===== src/sv/jcse_pkg.sv =====
// Shared types and constants for the JTAG command shift engine.
package jcse_pkg;

  // command parser phases
  typedef enum logic [3:0] {
    PH_IDLE   = 4'd0,
    PH_MODE   = 4'd1,
    PH_FEAT1  = 4'd2,
    PH_FEAT2  = 4'd3,
    PH_DLY_HI = 4'd4,
    PH_DLY_LO = 4'd5,
    PH_SPD    = 4'd6,
    PH_HS1    = 4'd7,
    PH_HS2    = 4'd8,
    PH_CNT_HI = 4'd9,
    PH_CNT_LO = 4'd10,
    PH_SHIFT  = 4'd11
  } phase_t;

  // host command bytes
  localparam logic [7:0] CMD_MODE    = 8'h01;
  localparam logic [7:0] CMD_FEAT    = 8'h02;
  localparam logic [7:0] CMD_SHIFT   = 8'h05;
  localparam logic [7:0] CMD_DELAY   = 8'h06;
  localparam logic [7:0] CMD_SPEED   = 8'h07;
  localparam logic [7:0] REPLY_UNKNOWN = 8'h00;

  // argument values that select driven pins and the fast link
  localparam logic [7:0] MODE_DRIVEN = 8'h01;
  localparam logic [7:0] SPEED_FAST  = 8'h01;

  // feature selectors
  localparam logic [7:0] FEAT_LED  = 8'h01;
  localparam logic [7:0] FEAT_VREG = 8'h02;
  localparam logic [7:0] FEAT_TRST = 8'h04;
  localparam logic [7:0] FEAT_SRST = 8'h08;
  localparam logic [7:0] FEAT_PULL = 8'h10;

  // speed handshake bytes
  localparam logic [7:0] HS_FIRST  = 8'hAA;
  localparam logic [7:0] HS_SECOND = 8'h55;

  // input kinds
  localparam logic OP_HOST = 1'b0;
  localparam logic OP_TICK = 1'b1;

  // pin register bit positions
  localparam int unsigned PB_TCK   = 0;
  localparam int unsigned PB_TDI   = 1;
  localparam int unsigned PB_TMS   = 2;
  localparam int unsigned PB_TRST  = 3;
  localparam int unsigned PB_SRST  = 4;
  localparam int unsigned PB_LED   = 5;
  localparam int unsigned PB_VREG  = 6;
  localparam int unsigned PB_PULL  = 7;
  localparam int unsigned PB_DRIVE = 8;
  localparam int unsigned PB_FAST  = 9;
  localparam int unsigned PIN_W    = 10;

  // everything one input word produces
  typedef struct packed {
    logic [1:0]      cnt;     // result count, 1..3
    logic            txv;     // results carry reply bytes
    logic [2:0][7:0] bytes;   // reply bytes, entry 0 first
    logic [PIN_W-1:0] pins;   // pin levels after the word
  } bundle_t;

endpackage


===== src/sv/jcse_core.sv =====
// Command parser, bit shifter and pin registers; one word handled per cycle while fire is high.
module jcse_core (
  input  logic              clk,
  input  logic              rst_n,
  input  logic              fire,
  input  logic              opcode,
  input  logic [7:0]        host_byte,
  input  logic              tdo_pin,
  output jcse_pkg::bundle_t bundle
);
  import jcse_pkg::*;

  phase_t            phase_r, phase_nxt;
  logic [7:0]        first_r, first_nxt;
  logic [7:0]        speed_r, speed_nxt;
  logic [15:0]       dly_r, dly_nxt;
  logic [15:0]       left_r, left_nxt;
  logic [15:0]       total_r, total_nxt;
  logic [15:0]       done_r, done_nxt;
  logic [7:0]        tdi_r, tdi_nxt;
  logic [7:0]        tms_r, tms_nxt;
  logic [1:0]        pair_r, pair_nxt;
  logic              low_r, low_nxt;
  logic [7:0]        tdo_r, tdo_nxt;
  logic [PIN_W-1:0]  pin_r, pin_nxt;

  logic [1:0]        n;
  logic [2:0][7:0]   tx;
  logic [2:0]        off;
  logic [15:0]       done_inc;
  logic [7:0]        tdo_word;
  logic [7:0]        new_speed;

  always_comb begin
    phase_nxt = phase_r;
    first_nxt = first_r;
    speed_nxt = speed_r;
    dly_nxt   = dly_r;
    left_nxt  = left_r;
    total_nxt = total_r;
    done_nxt  = done_r;
    tdi_nxt   = tdi_r;
    tms_nxt   = tms_r;
    pair_nxt  = pair_r;
    low_nxt   = low_r;
    tdo_nxt   = tdo_r;
    pin_nxt   = pin_r;
    n         = 2'd0;
    tx        = '0;
    off       = done_r[2:0];
    done_inc  = done_r + 16'd1;
    tdo_word  = tdo_r;
    tdo_word[off] = tdo_r[off] | tdo_pin;
    new_speed = speed_r;

    if (fire && opcode == OP_HOST) begin
      // host byte: advance the command parser
      unique case (phase_r)
        PH_IDLE: begin
          unique case (host_byte)
            CMD_MODE:    phase_nxt = PH_MODE;
            CMD_FEAT:    phase_nxt = PH_FEAT1;
            CMD_SHIFT:   phase_nxt = PH_CNT_HI;
            CMD_DELAY:   phase_nxt = PH_DLY_HI;
            CMD_SPEED:   phase_nxt = PH_SPD;
            default: begin
              tx[0] = REPLY_UNKNOWN;
              n     = 2'd1;
            end
          endcase
        end
        PH_MODE: begin
          pin_nxt[PB_TCK]   = 1'b0;
          pin_nxt[PB_TDI]   = 1'b0;
          pin_nxt[PB_TMS]   = 1'b0;
          pin_nxt[PB_TRST]  = 1'b0;
          pin_nxt[PB_SRST]  = 1'b0;
          pin_nxt[PB_DRIVE] = (host_byte == MODE_DRIVEN);
          phase_nxt = PH_IDLE;
        end
        PH_FEAT1, PH_DLY_HI, PH_HS1, PH_CNT_HI: begin
          first_nxt = host_byte;
          unique case (phase_r)
            PH_FEAT1:  phase_nxt = PH_FEAT2;
            PH_DLY_HI: phase_nxt = PH_DLY_LO;
            PH_HS1:    phase_nxt = PH_HS2;
            default:   phase_nxt = PH_CNT_LO;
          endcase
        end
        PH_FEAT2: begin
          unique case (first_r)
            FEAT_LED:  pin_nxt[PB_LED]  = host_byte[0];
            FEAT_VREG: pin_nxt[PB_VREG] = (host_byte != 8'h00);
            FEAT_TRST: pin_nxt[PB_TRST] = host_byte[0];
            FEAT_SRST: pin_nxt[PB_SRST] = host_byte[0];
            FEAT_PULL: pin_nxt[PB_PULL] = (host_byte != 8'h00);
            default: ;
          endcase
          phase_nxt = PH_IDLE;
        end
        PH_DLY_LO: begin
          dly_nxt   = {first_r, host_byte};
          phase_nxt = PH_IDLE;
        end
        PH_SPD: begin
          speed_nxt        = host_byte;
          pin_nxt[PB_FAST] = (host_byte == SPEED_FAST);
          phase_nxt        = PH_HS1;
        end
        PH_HS2: begin
          // failed handshake drops back to slow speed
          if (first_r != HS_FIRST || host_byte != HS_SECOND) begin
            new_speed        = 8'h00;
            pin_nxt[PB_FAST] = 1'b0;
          end
          speed_nxt = new_speed;
          tx[0]     = CMD_SPEED;
          tx[1]     = new_speed;
          n         = 2'd2;
          phase_nxt = PH_IDLE;
        end
        PH_CNT_LO: begin
          total_nxt = {first_r, host_byte};
          tx[0]     = CMD_SHIFT;
          tx[1]     = first_r;
          tx[2]     = host_byte;
          n         = 2'd3;
          done_nxt  = '0;
          pair_nxt  = 2'd0;
          low_nxt   = 1'b0;
          left_nxt  = '0;
          tdo_nxt   = '0;
          phase_nxt = ({first_r, host_byte} == 16'd0) ? PH_IDLE : PH_SHIFT;
        end
        PH_SHIFT: begin
          // collect the TDI then TMS byte; extra bytes are dropped
          if (pair_r == 2'd0) begin
            tdi_nxt  = host_byte;
            pair_nxt = 2'd1;
          end else if (pair_r == 2'd1) begin
            tms_nxt  = host_byte;
            pair_nxt = 2'd2;
          end
        end
        default: phase_nxt = PH_IDLE;
      endcase
    end else if (fire && phase_r == PH_SHIFT && pair_r == 2'd2 && done_r < total_r) begin
      // tick: one step of the bit timing
      if (!low_r) begin
        pin_nxt[PB_TDI] = tdi_r[off];
        pin_nxt[PB_TMS] = tms_r[off];
        pin_nxt[PB_TCK] = 1'b0;
        left_nxt        = dly_r;
        low_nxt         = 1'b1;
      end else if (left_r != 16'd0) begin
        left_nxt = left_r - 16'd1;
      end else begin
        pin_nxt[PB_TCK] = 1'b1;
        low_nxt         = 1'b0;
        done_nxt        = done_inc;
        tdo_nxt         = tdo_word;
        if (off == 3'd7 || done_inc == total_r) begin
          tx[0]   = tdo_word;
          n       = 2'd1;
          tdo_nxt = '0;
        end
        if (off == 3'd7) pair_nxt = 2'd0;
        if (done_inc == total_r) begin
          pair_nxt  = 2'd0;
          phase_nxt = PH_IDLE;
        end
      end
    end
  end

  // result bundle for this word
  always_comb begin
    bundle.cnt   = (n == 2'd0) ? 2'd1 : n;
    bundle.txv   = (n != 2'd0);
    bundle.bytes = tx;
    bundle.pins  = pin_nxt;
  end

  // state registers
  always_ff @(posedge clk) begin
    if (!rst_n) begin
      phase_r <= PH_IDLE;
      first_r <= '0;
      speed_r <= '0;
      dly_r   <= 16'd1;
      left_r  <= '0;
      total_r <= '0;
      done_r  <= '0;
      tdi_r   <= '0;
      tms_r   <= '0;
      pair_r  <= '0;
      low_r   <= 1'b0;
      tdo_r   <= '0;
      pin_r   <= '0;
    end else begin
      phase_r <= phase_nxt;
      first_r <= first_nxt;
      speed_r <= speed_nxt;
      dly_r   <= dly_nxt;
      left_r  <= left_nxt;
      total_r <= total_nxt;
      done_r  <= done_nxt;
      tdi_r   <= tdi_nxt;
      tms_r   <= tms_nxt;
      pair_r  <= pair_nxt;
      low_r   <= low_nxt;
      tdo_r   <= tdo_nxt;
      pin_r   <= pin_nxt;
    end
  end

endmodule


===== src/sv/jtag_command_shift_engine_unit.sv =====
// Top level: JTAG command shift engine with a two-deep result queue.
// Each input word (a host byte or a timing tick with the TDO sample) is
// handled in the cycle it is accepted and gives one to three result words,
// which wait in a two-entry queue of result bundles. A word that gives one
// result sustains one word per clock while out_tready stays high; a word giving
// k results holds the output channel until all k are taken, so the rate is set
// by the output serializer when replies are being sent. in_tready drops only
// when both queue entries are occupied.
module jtag_command_shift_engine_unit (
  input  logic        clk,
  input  logic        rst_n,
  input  logic        in_tvalid,
  output logic        in_tready,
  input  logic [15:0] in_tdata,   // [7:0] host_byte, [8] tdo_pin, rest zero
  input  logic        in_tuser,   // [0] opcode
  output logic        out_tvalid,
  input  logic        out_tready,
  // [7:0] tx_byte, [8] tck_out, [9] tdi_out, [10] tms_out, [11] trst_out,
  // [12] srst_out, [13] led_out, [15:14] power_controls, [16] pins_driven,
  // [17] fast_serial, rest zero
  output logic [23:0] out_tdata,
  output logic        out_tuser,  // [0] tx_valid
  output logic        out_tlast   // last
);
  import jcse_pkg::*;

  bundle_t    bundle;
  bundle_t    q_r [2];
  logic       wr_ptr_r, rd_ptr_r;
  logic [1:0] count_r;
  logic [1:0] sub_r;
  logic       in_fire, out_fire, pop;
  bundle_t    head;
  logic [7:0] head_byte;

  assign in_tready = (count_r != 2'd2);
  assign in_fire   = in_tvalid && in_tready;

  jcse_core u_core (
    .clk       (clk),
    .rst_n     (rst_n),
    .fire      (in_fire),
    .opcode    (in_tuser),
    .host_byte (in_tdata[7:0]),
    .tdo_pin   (in_tdata[8]),
    .bundle    (bundle)
  );

  // output serializer over the head bundle
  assign head       = q_r[rd_ptr_r];
  assign head_byte  = head.bytes[sub_r];
  assign out_tvalid = (count_r != 2'd0);
  assign out_tlast  = (sub_r == head.cnt - 2'd1);
  assign out_tuser  = head.txv;
  assign out_fire   = out_tvalid && out_tready;
  assign pop        = out_fire && out_tlast;

  assign out_tdata = {6'd0,
                      head.pins[PB_FAST], head.pins[PB_DRIVE],
                      head.pins[PB_PULL], head.pins[PB_VREG],
                      head.pins[PB_LED], head.pins[PB_SRST], head.pins[PB_TRST],
                      head.pins[PB_TMS], head.pins[PB_TDI], head.pins[PB_TCK],
                      head_byte};

  // queue payload
  always_ff @(posedge clk) begin
    if (in_fire) q_r[wr_ptr_r] <= bundle;
  end

  // queue pointers and serializer index
  always_ff @(posedge clk) begin
    if (!rst_n) begin
      wr_ptr_r <= 1'b0;
      rd_ptr_r <= 1'b0;
      count_r  <= 2'd0;
      sub_r    <= 2'd0;
    end else begin
      if (in_fire) wr_ptr_r <= ~wr_ptr_r;
      if (pop) begin
        rd_ptr_r <= ~rd_ptr_r;
        sub_r    <= 2'd0;
      end else if (out_fire) begin
        sub_r <= sub_r + 2'd1;
      end
      count_r <= count_r + {1'b0, in_fire} - {1'b0, pop};
    end
  end

endmodule


===== config.mk =====
export PLATFORM = sky130hd
export DESIGN_NAME = jtag_command_shift_engine_unit
export DESIGN_NICKNAME = d
export VERILOG_FILES = /design/src/sv/jcse_pkg.sv /design/src/sv/jcse_core.sv /design/src/sv/jtag_command_shift_engine_unit.sv
export SDC_FILE = /design/constraint.sdc
export NUM_CORES = 1
export LEC_CHECK = 0
export ABC_AREA = 0
export BUFFER_PORTS_ARGS = -buffer_cell sky130_fd_sc_hd__buf_2
export CORE_MARGIN = 4
export CORE_UTILIZATION = 60
export CTS_BUF_LIST = sky130_fd_sc_hd__clkbuf_4
export DETAILED_ROUTE_END_ITERATION = 7
export PLACE_DENSITY = 0.83
export SLEW_MARGIN = 10
export SYNTH_ARGS = -nofsm -noshare
export SYNTH_HDL_FRONTEND = slang
export SYNTH_SLANG_ARGS = --single-unit

===== constraint.sdc =====
create_clock -name clk -period 4.3 [get_ports clk]
set_input_delay 0.86 -clock clk [delete_from_list [all_inputs] [get_ports clk]]
set_output_delay 0.86 -clock clk [all_outputs]
set_load 0.05 [all_outputs]

* Yosys cells after proc, flatten, opt, wreduce, memory -nomap -nowiden
Memories as Yosys holds them, arrays and structs flattened. A register that Yosys moved wholly into a read port is not among the register bits.
Cells that the tools add are included.
** Word-level totals
- Register bits after elaboration :: 127
- Bits in writable memories :: 74
- Input port bits :: 21
- Output and inout port bits :: 28
- Logic and storage cells :: 196
- Memories :: 1
** Memory list
- q_r :: words 2, width 37, read ports 1, clocked after memory_dff 1, wr ports 1, line jtag_command_shift_engine_unit.sv:28 : bundle_t q_r [2];
** Cells by class
- Add/sub/neg operators :: 6
- Magnitude comparators :: 4
- Eq/ne operators :: 36
- Muxes and demuxes :: 89
- Bitwise operators :: 6
- Reductions and logical operators :: 37
** Operators with widths (number)
- $mux W16 :: 10
- $mux W8 :: 14
- $pmux W4 S5 :: 2
- $eq A8 B3 Y1 const B :: 4
- $pmux W8 S2 :: 2
- $mux W2 :: 14
- $mux W1 :: 24
- $mux W4 :: 6
- $add A16 B1 Y16 const B :: 1
- $bmux W8 S2 :: 1
- $eq A16 B16 Y1 :: 1
- $eq A4 B3 Y1 const B :: 4
- $eq A4 B4 Y1 const B :: 4
- $eq A8 B1 Y1 const B :: 2
- $eq A8 B2 Y1 const B :: 2
- $logic_not A16 Y1 :: 1
- $lt A16 B16 Y1 :: 1
- $reduce_bool A16 Y1 :: 1
- $sub A16 B1 Y16 const B :: 1
- $mux W3 :: 4
- $pmux W4 S3 :: 1
- $reduce_and A6 Y1 :: 2
- $reduce_bool A2 Y1 :: 6
- $reduce_and A2 Y1 :: 5
- other kinds (43) :: 65

* Depth between registers and ports, before layout
Gate-level depths: netlist of the first run.
- Depth after elaboration :: 10
- Gate-level depth with buffers :: 13
- Mapped depth without buffers :: 10

* Cells and area by module
A second synthesis of the first run with hierarchy kept.
** Second synthesis, totals
- Cell total of the unflattened synthesis :: 1086
- Area total of the unflattened synthesis :: 10177.3 um2
** By module, submodules not included
- jcse_core :: times used 1, cells an instance 910, area each 6964.2 um2, sequential area each 2422.3 um2
- jtag_command_shift_engine_unit :: times used 1, cells an instance 176, area each 3213.1 um2, sequential area each 2362.3 um2

* Least setup slack after synthesis of the first run
Ideal clock, no wire load.
- Path type :: register to register
- From :: register with a tool-made name
- To :: register count_r[0]
- Library setup time :: 115 ps
- Data arrival time :: 3103 ps
- Data required time :: 4185 ps
- Setup slack :: 1082 ps
- Cell stages (with the launch flop) :: 10
- Buffers on the path :: 1
- Clock period less this slack :: 3218 ps
- Path through :: dfxtp_1 -> buf_2 -> mux2i_1 -> nand2_1 -> o21ai_0 -> nor2b_1 -> ha_1 -> inv_1 -> ha_1 -> and2_1
** RTL lines
- end signal, assigned :: line jtag_command_shift_engine_unit.sv:85 : count_r <= count_r + {1'b0, in_fire} - {1'b0, pop};
- end, declared :: line jtag_command_shift_engine_unit.sv:30 : logic [1:0] count_r;

* Worst setup path in the final report of the first run
- From :: register u_core.done_r[0]
- To :: register u_core.left_r[4]
** Between the ends
- Word-level cells in the longest chain between the ends :: 4
** RTL lines
- start, declared :: line jcse_core.sv:19 : logic [15:0] done_r, done_nxt;
- start signal, assigned :: line jcse_core.sv:207 : done_r <= done_nxt;
- $lt A16 B16 Y1 :: line jcse_core.sv:147 : end else if (fire && phase_r == PH_SHIFT && pair_r == 2'd2 && done_r < total_r) begin
- $logic_and A1 B1 Y1 :: line jcse_core.sv:147
- $reduce_bool A2 Y1 (no line)
- $reduce_and A3 Y1 (no line)
- end signal, assigned :: line jcse_core.sv:205 : left_r <= left_nxt;
- end, declared :: line jcse_core.sv:17 : logic [15:0] left_r, left_nxt;
Every way passes these cells.
A chain may end at the register's enable or synchronous reset.

==> qor.csv, run 1 <==
metric,value,unit
status,"finished, final reports clean",
yosys_register_bits,202,
synth_compound_area_share,13.5,%
layoutNonFillerInstCount,1367,
dp_hpwl,17.1,mm
power.density,428,nW/um2
critPathLaunchType,flop,
power.switching,1.50,mW
clkPwrFrac,33.6,%
grt_max_degree,55,
insertion_delay,670,ps
maxSlewHeadroom,28.3,%
async_flop_share,0,%
syn_area,10100,um2
cts_buffers,51,
path_class,flop to flop,
cts_hold_buffers,0,
muxShareOfSynthArea,9.39,%
fp.dieW,138,um
dp_cells,1275,
cts_resized,0,
synth_top_family_by_area,simple AND/OR/NAND/NOR gates,
fin_crit_sh,86.3,%
ys_warn_count,0,
grt_overflow,0,
p_sw_share,31.7,%
maxCapViolCount,0,
drt-vias-per-instance,6.10,
finalPower,4.75,mW
ys_top_cells_by_area,"dfxtp_1, edfxtp_1, mux2i_1, a21oi_1, nand2_1",
synthCells,1061,
io_pins,49,
drc_errors,0,
gp_congestion,0.948,
synth_edf_count,74,
cellLeakagePower,4.14,nW
area_growth_syn_to_layout,9.64,%
ys_types,76,
synth-main-ff-cell,dfxtp_1,
grt_pass1_wl,40.3,mm
cp.arrival,4210,ps
hold_viol_final,0,
rows,47,
setup_viol,0,
ant_nets,0,
pwr-share-comb,20.2,%
worst_slack,588,ps
synth_xor_area_share,2.51,%
seqPwrFrac,46.3,%
critPathRequiredTime,4800,ps
slew_viol_final,0,
rsz0062_at_grt,no,
track_usage,27.2,%
synthTopCellsByCount,"dfxtp_1, nand2_1, nor2_1",
routed_wl,25.2,mm
synth_top_area_share,25.3,%
yosys.area.top_type,dfxtp_1,
clockRootBuffer,clkbuf_4,
dieArea,19000,um2
final.setup.tns,0,ps
grt_pass1_vias,7998,
drive_above_1_share,16.6,%
clk_pin_slew,70,ps
fmax,269,MHz
synth-simple-area-share,20.0,%
synthAdderAreaFrac,2.60,%
hold_slack,459,ps
dr.pass1.iters,6,
cts_setup_buffers,0,
die_y,138,um
yosysSeqAreaShare,47.3,%
fin_area,11100,um2
cts.htree.levels,2,
irDropWorstVdd,0.000414,V
worst-path-max-fanout,17,
fin_crit,3710,ps
fin_util,67.1,%
port_buffers,35,
cts_tree,yes,
clock_path_buffers,3,
coreArea,16500,um2
hp-class,flop to flop,
clkSinkCount,202,
skew,47.2,ps
dr.first_iter.drc_count,886,
antenna_found_initial,1,
layout.nets,1150,
syn_avg_cell_area,9.53,um2
r2r_setup_slack,590,ps
initial_core_util,61.2,%
tightest_slew,1070,ps
yosysMostFrequentCell,dfxtp_1,
place_ws,716,ps
vias,8345,
end_kind,flop,
wire_per_inst,18.4,um
place_area,10400,um2
p_int,3.24,mW
## state kept, by name (all words and copies together) (netlist names), 10 cells and up, named ones only
signal,count
u_core.pin_r,10
u_core.dly_r,16
q_r,74
u_core.left_r,16
u_core.total_r,16
u_core.done_r,16
## metal layers
layer | track usage, % | share of wire [%]
met1 | 35.2 | 41
met2 | 44.0 | 48
met3 | 5.04 | 7.1
met4 | 13.2 | 4.1
met5 | 0 | 0
## cells by family (layout without fill, tap and decap cells)
kind of cell,Yosys count,count (layout)
adder cells (fa/ha/maj),21,21
XOR/XNOR,29,29
AND/OR/NAND/NOR,400,400
flip-flops,202,202
AO/OA/AOI/OAI,219,219
other,1,7
buffers and inverters,110,190
multiplexers,79,79
## worst paths after layout
kind | from | end | depth (start not counted)
setup / recovery | u_core.done_r[0] | u_core.left_r[4] | 11
setup reg to reg | u_core.done_r[0] | u_core.left_r[4] | 11
hold / removal | u_core.tms_r[6] | u_core.tms_r[6] | 2
hold reg to reg | u_core.tms_r[6] | u_core.tms_r[6] | 2
## power groups by stage
stage	Combinational (mW)	Clock, mW	Sequential (mW)
after global placement	0.943	0	2.23
after floorplan	0.751	0	2.22
after detailed placement	0.960	0	2.24
final	0.957	1.59	2.20
after CTS	0.963	1.63	2.20
after global routing	1.02	1.73	2.21
## layout make-up
type	count	area, um2
tap	220	275
timing repair buffer	55	325
multi-input combinational	754	4890
fill	1249	5440
sequential	202	4780
antenna	1	2.50
clock buffer	78	586
clock inverter	13	57.6
inverter	44	165
## cell usage in the layout (no fill, tap or decap), types with 15 or more instances in the layout
master | synthesis | layout
xnor2_1 | 17 | 17
clkbuf_4 | 0 | 78
mux2_2 | 17 | 17
ha_1 | 21 | 21
dfxtp_1 | 128 | 128
o21ai_0 | 47 | 47
buf_4 | 10 | 20
nand3_1 | 40 | 40
edfxtp_1 | 74 | 74
a21oi_1 | 91 | 91
nor2_1 | 114 | 113
nand2_1 | 114 | 114
and2_1 | 23 | 23
buf_2 | 9 | 35
or3_1 | 15 | 15
o22ai_1 | 17 | 17
mux2i_1 | 51 | 51
inv_1 | 44 | 43
## worst max-delay path, cell delays in order, from the launching register on
cell,delay (ps)
dfxtp_1,790
inv_1,230
ha_1,260
nor2b_1,110
o31ai_1,80
a2111oi_0,820
o21bai_2,300
a31oi_2,270
buf_4,250
nor2_2,160
a31oi_1,190
o41ai_1,100
Note: power is estimated with default switching activity, not from simulation.
==> run 2: changes to the inputs <==
--- a/config.mk
+++ b/config.mk
@@ -12,4 +12,5 @@
 export CTS_BUF_LIST = sky130_fd_sc_hd__clkbuf_4
 export DETAILED_ROUTE_END_ITERATION = 7
+export GPL_ROUTABILITY_DRIVEN = 1
 export PLACE_DENSITY = 0.83
 export SLEW_MARGIN = 10
==> constraint.sdc (replaced) <==
create_clock -name clk -period 4.3 [get_ports clk]
set_input_delay 0.43 -clock clk [delete_from_list [all_inputs] [get_ports clk]]
set_output_delay 0.43 -clock clk [all_outputs]
set_load 0.05 [all_outputs]
==> run 2 against run 1 <==
  * Core utilization unchanged
  * Clock skew down 13 ps
  * Flip-flop and latch count unchanged
==> qor.csv, run 2 (synthesized netlist as in run 1, its figures left out) <==
metric,value,unit,change
critPathLaunchType,flop,,
gp_congestion,0.912,,-3.8%
fin_crit_sh,77.1,%,-9.3 points
grt_pass1_wl,40.6,mm,+0.53%
final.setup.tns,0,ps,unchanged
setup_viol,0,,unchanged
wire_per_inst,18.4,um,about the same
min_from,rst_n,,
path_class,flop to flop,,
cts_hold_buffers,0,,unchanged
insertion_delay,650,ps,-20 ps
status,"finished, final reports clean",,
track_usage,27.3,%,+0.16 points
largest_register,q_r,,
drt-vias-per-instance,6.05,,-0.87%
tightest_slew,1180,ps,+110 ps
io_pins,49,,unchanged
maxCapViolCount,0,,unchanged
end_kind,flop,,
cts_resized,0,,unchanged
fin_crit,3310,ps,-399 ps
cts_setup_buffers,0,,unchanged
hp-class,primary input to flop,,
fmax,302,MHz,+12%
cp.arrival,3830,ps,-380 ps
final_common_cell,dfxtp_1,,
hold_viol_final,0,,unchanged
r2r-end,u_core.left_r[4],,
drc_errors,0,,unchanged
dr.pass1.iters,6,,unchanged
dr.first_iter.drc_count,832,,-6.1%
rsz0062_at_grt,no,,
cts_buffers,51,,unchanged
hold_path_depth,2,,unchanged
clock_path_buffers,3,,unchanged
r2r_setup_slack,990,ps,+400 ps
grt_overflow,0,,unchanged
initial_core_util,61.2,%,unchanged
rows,47,,unchanged
clk_pin_slew,70,ps,about the same
critPathRequiredTime,4820,ps,+20 ps
dieArea,19000,um2,unchanged
cts_tree,yes,,
r2r_cells,7,,-4
irDropWorstVdd,0.000363,V,-12%
maxSlewHeadroom,20.4,%,-7.8 points
mostFrequentLayoutCells,"dfxtp_1, nand2_1, nor2_1, a21oi_1, edfxtp_1",,
finalPower,4.79,mW,+0.99%
layout.nets,1148,,-0.17%
coreArea,16500,um2,unchanged
timing.rr.start,u_core.phase_r[1],,
fp.dieW,138,um,unchanged
dp_hpwl,17.0,mm,-1.0%
grt_pass1_vias,7820,,-2.2%
grt_max_degree,38,,-31%
area_growth_syn_to_layout,9.64,%,unchanged
slew_viol_final,0,,unchanged
port_buffers,35,,unchanged
largest_reg_flops,74,,unchanged
hold_end,u_core.dly_r[0],,
routed_wl,25.2,mm,about the same
die_y,138,um,unchanged
ant_nets,0,,unchanged
drive_above_1_share,16.3,%,-0.26 points
clockRootBuffer,clkbuf_4,,
cts.htree.levels,2,,unchanged
antenna_found_initial,2,,+1
worst-path-max-fanout,18,,+1
clkSinkCount,202,,unchanged
skew,33.8,ps,-13.4 ps
vias,8272,,-0.87%
cellLeakagePower,4.14,nW,about the same
power.density,432,nW/um2,+0.99%
-- run 2: cell count changes in the layout (fill, tap and decap cells not counted), sizes merged --
cell / delta
inv: +1
clkbuf: -5
clkinv: +6
bufinv: +1
clkinvlp: -1
buf: -2
-- run 2: through the flow --
stage	instance area [um2]	cells	worst slack, ps	utilization (%)	hold WS (ps)
6_report	11100	1367	986	67.1	137
3_5_place_dp	10400	1273	1040	63.1	448
2_1_floorplan	10100	1066	1080	-	433
5_1_grt	11100	1367	600	67.1	123
3_3_place_gp	10400	1273	1130	63.1	442
4_1_cts	11100	1366	1000	67.1	103
-- run 2: worst max-delay path by stage --
stage	from	end	slack, ps	depth (start not counted)
6_report	u_core.phase_r[1]	u_core.left_r[4]	990	7
5_1_grt	u_core.done_r[0]	q_r[0][16]	600	10
4_1_cts	u_core.done_r[0]	q_r[0][17]	1000	10
3_5_place_dp	u_core.done_r[10]	u_core.left_r[4]	1040	10
3_3_place_gp	u_core.done_r[10]	u_core.left_r[4]	1130	10
2_1_floorplan	flop	count_r[0]	1080	9
-- run 2: final cells by class --
type	count	area, um2
fillers	1276	5440
clock buffers	73	548
flip-flops and latches	202	4780
clock inverters	20	110
multi-input cells	754	4890
diodes	1	2.50
repair buffers	53	310
inverters	44	165
well taps	220	275
-- run 2: per-layer routing --
layer	GRT usage [%]	up-vias	share of wire, %	routed length [um]
met3	4.20	61	7.6	1910
met1	35.9	3895	41	10200
met4	10.5	0	3.1	774
met2	45.7	387	49	12300
met5	0	-	0	0
li1	-	3929	-	-
-- run 2: critical path: stages, from the launching register on --
cell	delay, ps
dfxtp_1	760
nand4b_2	320
a2111oi_4	740
a31oi_2	180
buf_4	230
nor2_2	470
a31oi_1	180
o41ai_1	310
-- run 2: where the power goes --
| group | switching, mW | total (mW) | internal [mW] | leakage [nW] |
|---|---|---|---|---|
| Sequential | 0.0625 | 2.21 | 2.14 | 1.74 |
| Combinational | 0.685 | 0.952 | 0.268 | 2.01 |
| Clock | 0.787 | 1.63 | 0.847 | 0.392 |
| Total | 1.53 | 4.79 | 3.26 | 4.14 |
==> run 3: changes to the inputs <==
- clock period: 4.3 -> 3.1 ns (I/O delays scaled with it)
==> run 3 against run 2 <==
  * Worst setup slack worse by 860 ps
  * Largest cell class unchanged
  * First-iteration DRC count rose by 25%
  * Sequential share of layout area shrank 1.2 points
  * Clock skew shrank 18 ps
  * Largest power group unchanged
  * Hold slack worse by 77 ps
==> qor.csv, run 3 (synthesized netlist as in run 1, its figures left out) <==
metric,value,unit,change
status,"finished, final reports clean",,
fp.dieW,138,um,unchanged
drt-vias-per-instance,6.11,,+0.98%
dr.pass1.iters,6,,unchanged
crit_family,simple AND/OR/NAND/NOR gates,,
grt_pass1_vias,8139,,+4.1%
dp_cells,1295,,+1.7%
cts_buffers,51,,unchanged
ant_nets,0,,unchanged
worst_slack,128,ps,-858 ps
clk_pin_slew,70,ps,about the same
critPathRequiredTime,3690,ps,-1130 ps
gp_congestion,0.924,,+1.3%
antenna_found_initial,1,,-1
coreArea,16500,um2,unchanged
track_usage,28.2,%,+0.90 points
dr.first_iter.drc_count,1038,,+25%
cts.htree.levels,2,,unchanged
hp-class,primary input to flop,,
largest_register,q_r,,
layout.nets,1175,,+2.4%
timing.rr.start,u_core.done_r[1],,
cp-startpoint,u_core.done_r[1],,
rows,47,,unchanged
fin_crit_sh,95.9,%,+19 points
tightest_slew,989,ps,-194 ps
end_kind,flop,,
maxCapViolCount,0,,unchanged
area_growth_syn_to_layout,12.9,%,
die_y,138,um,unchanged
io_pins,49,,unchanged
grt_max_degree,51,,+34%
hold_viol_final,0,,unchanged
fmax,337,MHz,+12%
cts_tree,yes,,
wire_per_inst,18.8,um,+2.2%
irDropWorstVdd,0.000613,V,+69%
clkSinkCount,202,,unchanged
insertion_delay,650,ps,about the same
cp_cell_sequence,buf_4 -> ha_1 -> nor2b_1 -> o31ai_1 -> a2111oi_0 -> buf_4 -> o21bai_2 -> buf_4 -> nand3_1 -> nor2_1 -> mux2i_1 -> and2_1,,
drive_above_1_share,18.7,%,+2.4 points
place_ws,42.7,ps,-993 ps
port_buffers,35,,unchanged
power.density,600,nW/um2,+39%
worst-path-max-fanout,17,,-1
cp.arrival,3560,ps,-270 ps
largest_reg_flops,74,,unchanged
routed_wl,26.2,mm,+4.1%
setup_viol,0,,unchanged
clock_path_buffers,3,,unchanged
mostFrequentLayoutCells,"dfxtp_1, nand2_1, nor2_1, a21oi_1, clkbuf_4",,
dp_hpwl,17.8,mm,+4.9%
vias,8512,,+2.9%
fin_crit,2970,ps,-342 ps
clockRootBuffer,clkbuf_4,,
slew_viol_final,0,,unchanged
min_from,in_tdata[4],,
critPathLaunchType,flop,,
path_class,flop to flop,,
layoutNonFillerInstCount,1393,,+1.9%
initial_core_util,61.2,%,unchanged
drc_errors,0,,unchanged
final_common_cell,dfxtp_1,,
grt_pass1_wl,41.9,mm,+3.3%
cellLeakagePower,4.31,nW,+4.0%
crit_top_cell,buf_4,,
crit_buf_inv,3,,+2
maxSlewHeadroom,34.0,%,+14 points
hold_slack,60.6,ps,-76.9 ps
slowest_delay,370,ps,-390 ps
skew,16.2,ps,-17.5 ps
dieArea,19000,um2,unchanged
grt_overflow,0,,unchanged
critPathSlowestCell,nor2_1,,
## run 3: cell count changes in the layout (fill, tap and decap cells not counted), moves of 2 or more
cell,change
a211oi_1,-4
a211oi_2,+4
buf_4,+22
bufinv_16,+2
clkbuf_4,+2
clkinv_1,-2
dlygate4sd3_1,+4
## run 3: cell type report
cell class	count	area (um2)
sequential	202	4780
tap	220	275
multi-input combinational	754	4940
inverter	44	165
fill	1210	5110
timing repair buffer	80	536
antenna	1	2.50
clock inverter	17	145
clock buffer	75	563
## run 3: through the flow
step                      instance area [um2]  util (%)  setup TNS [ps]  total power [mW]
after global placement                  10600      64.2               0              4.41
final                                   11400      69.1               0              6.84
after CTS                               11400      68.7               0              6.88
after floorplan                         10100         -               0              4.12
after global routing                    11400      69.1            -873              7.13
after detailed placement                10600      64.2               0              4.46
## run 3: report_power, final
group | switching (mW) | leakage (nW) | internal, mW | total, mW
clock | 1.08 | 0.414 | 1.36 | 2.44
combinational | 0.969 | 2.15 | 0.394 | 1.36
sequential | 0.0770 | 1.74 | 2.97 | 3.05
total | 2.12 | 4.31 | 4.72 | 6.84
## run 3: final timing paths
path,end,slack (ps),depth (start not counted)
worst max-delay path,u_core.pin_r[2],130,12
worst min-delay path,u_core.tms_r[4],60,3
worst max register to register,u_core.pin_r[2],130,12
worst min register to register,u_core.tms_r[4],450,2
## run 3: routing by layer
layer | vias up | global-route usage (%) | routed length [um]
li1 | 3964 | - | -
met1 | 4053 | 36.4 | 10600
met2 | 423 | 47.3 | 12600
met3 | 72 | 5.33 | 2150
met4 | 0 | 10.5 | 924
met5 | - | 0 | 0
## run 3: repair_timing
| action | in CTS | in global routing |
|---|---|---|
| buffers inserted | 0 | 1 |
| gates cloned | 0 | 0 |
| hold buffers | 4 | 0 |
| gates resized for setup | 1 | 11 |
| hold endpoints to repair | 4 | 0 |
| endpoints found under the setup margin | 2 | 23 |
| pin swaps | 0 | 2 |
## run 3: worst min-delay path, cell delays in order
cell     delay (ps)
buf_2           180
nand3_1         100
a21oi_1          50
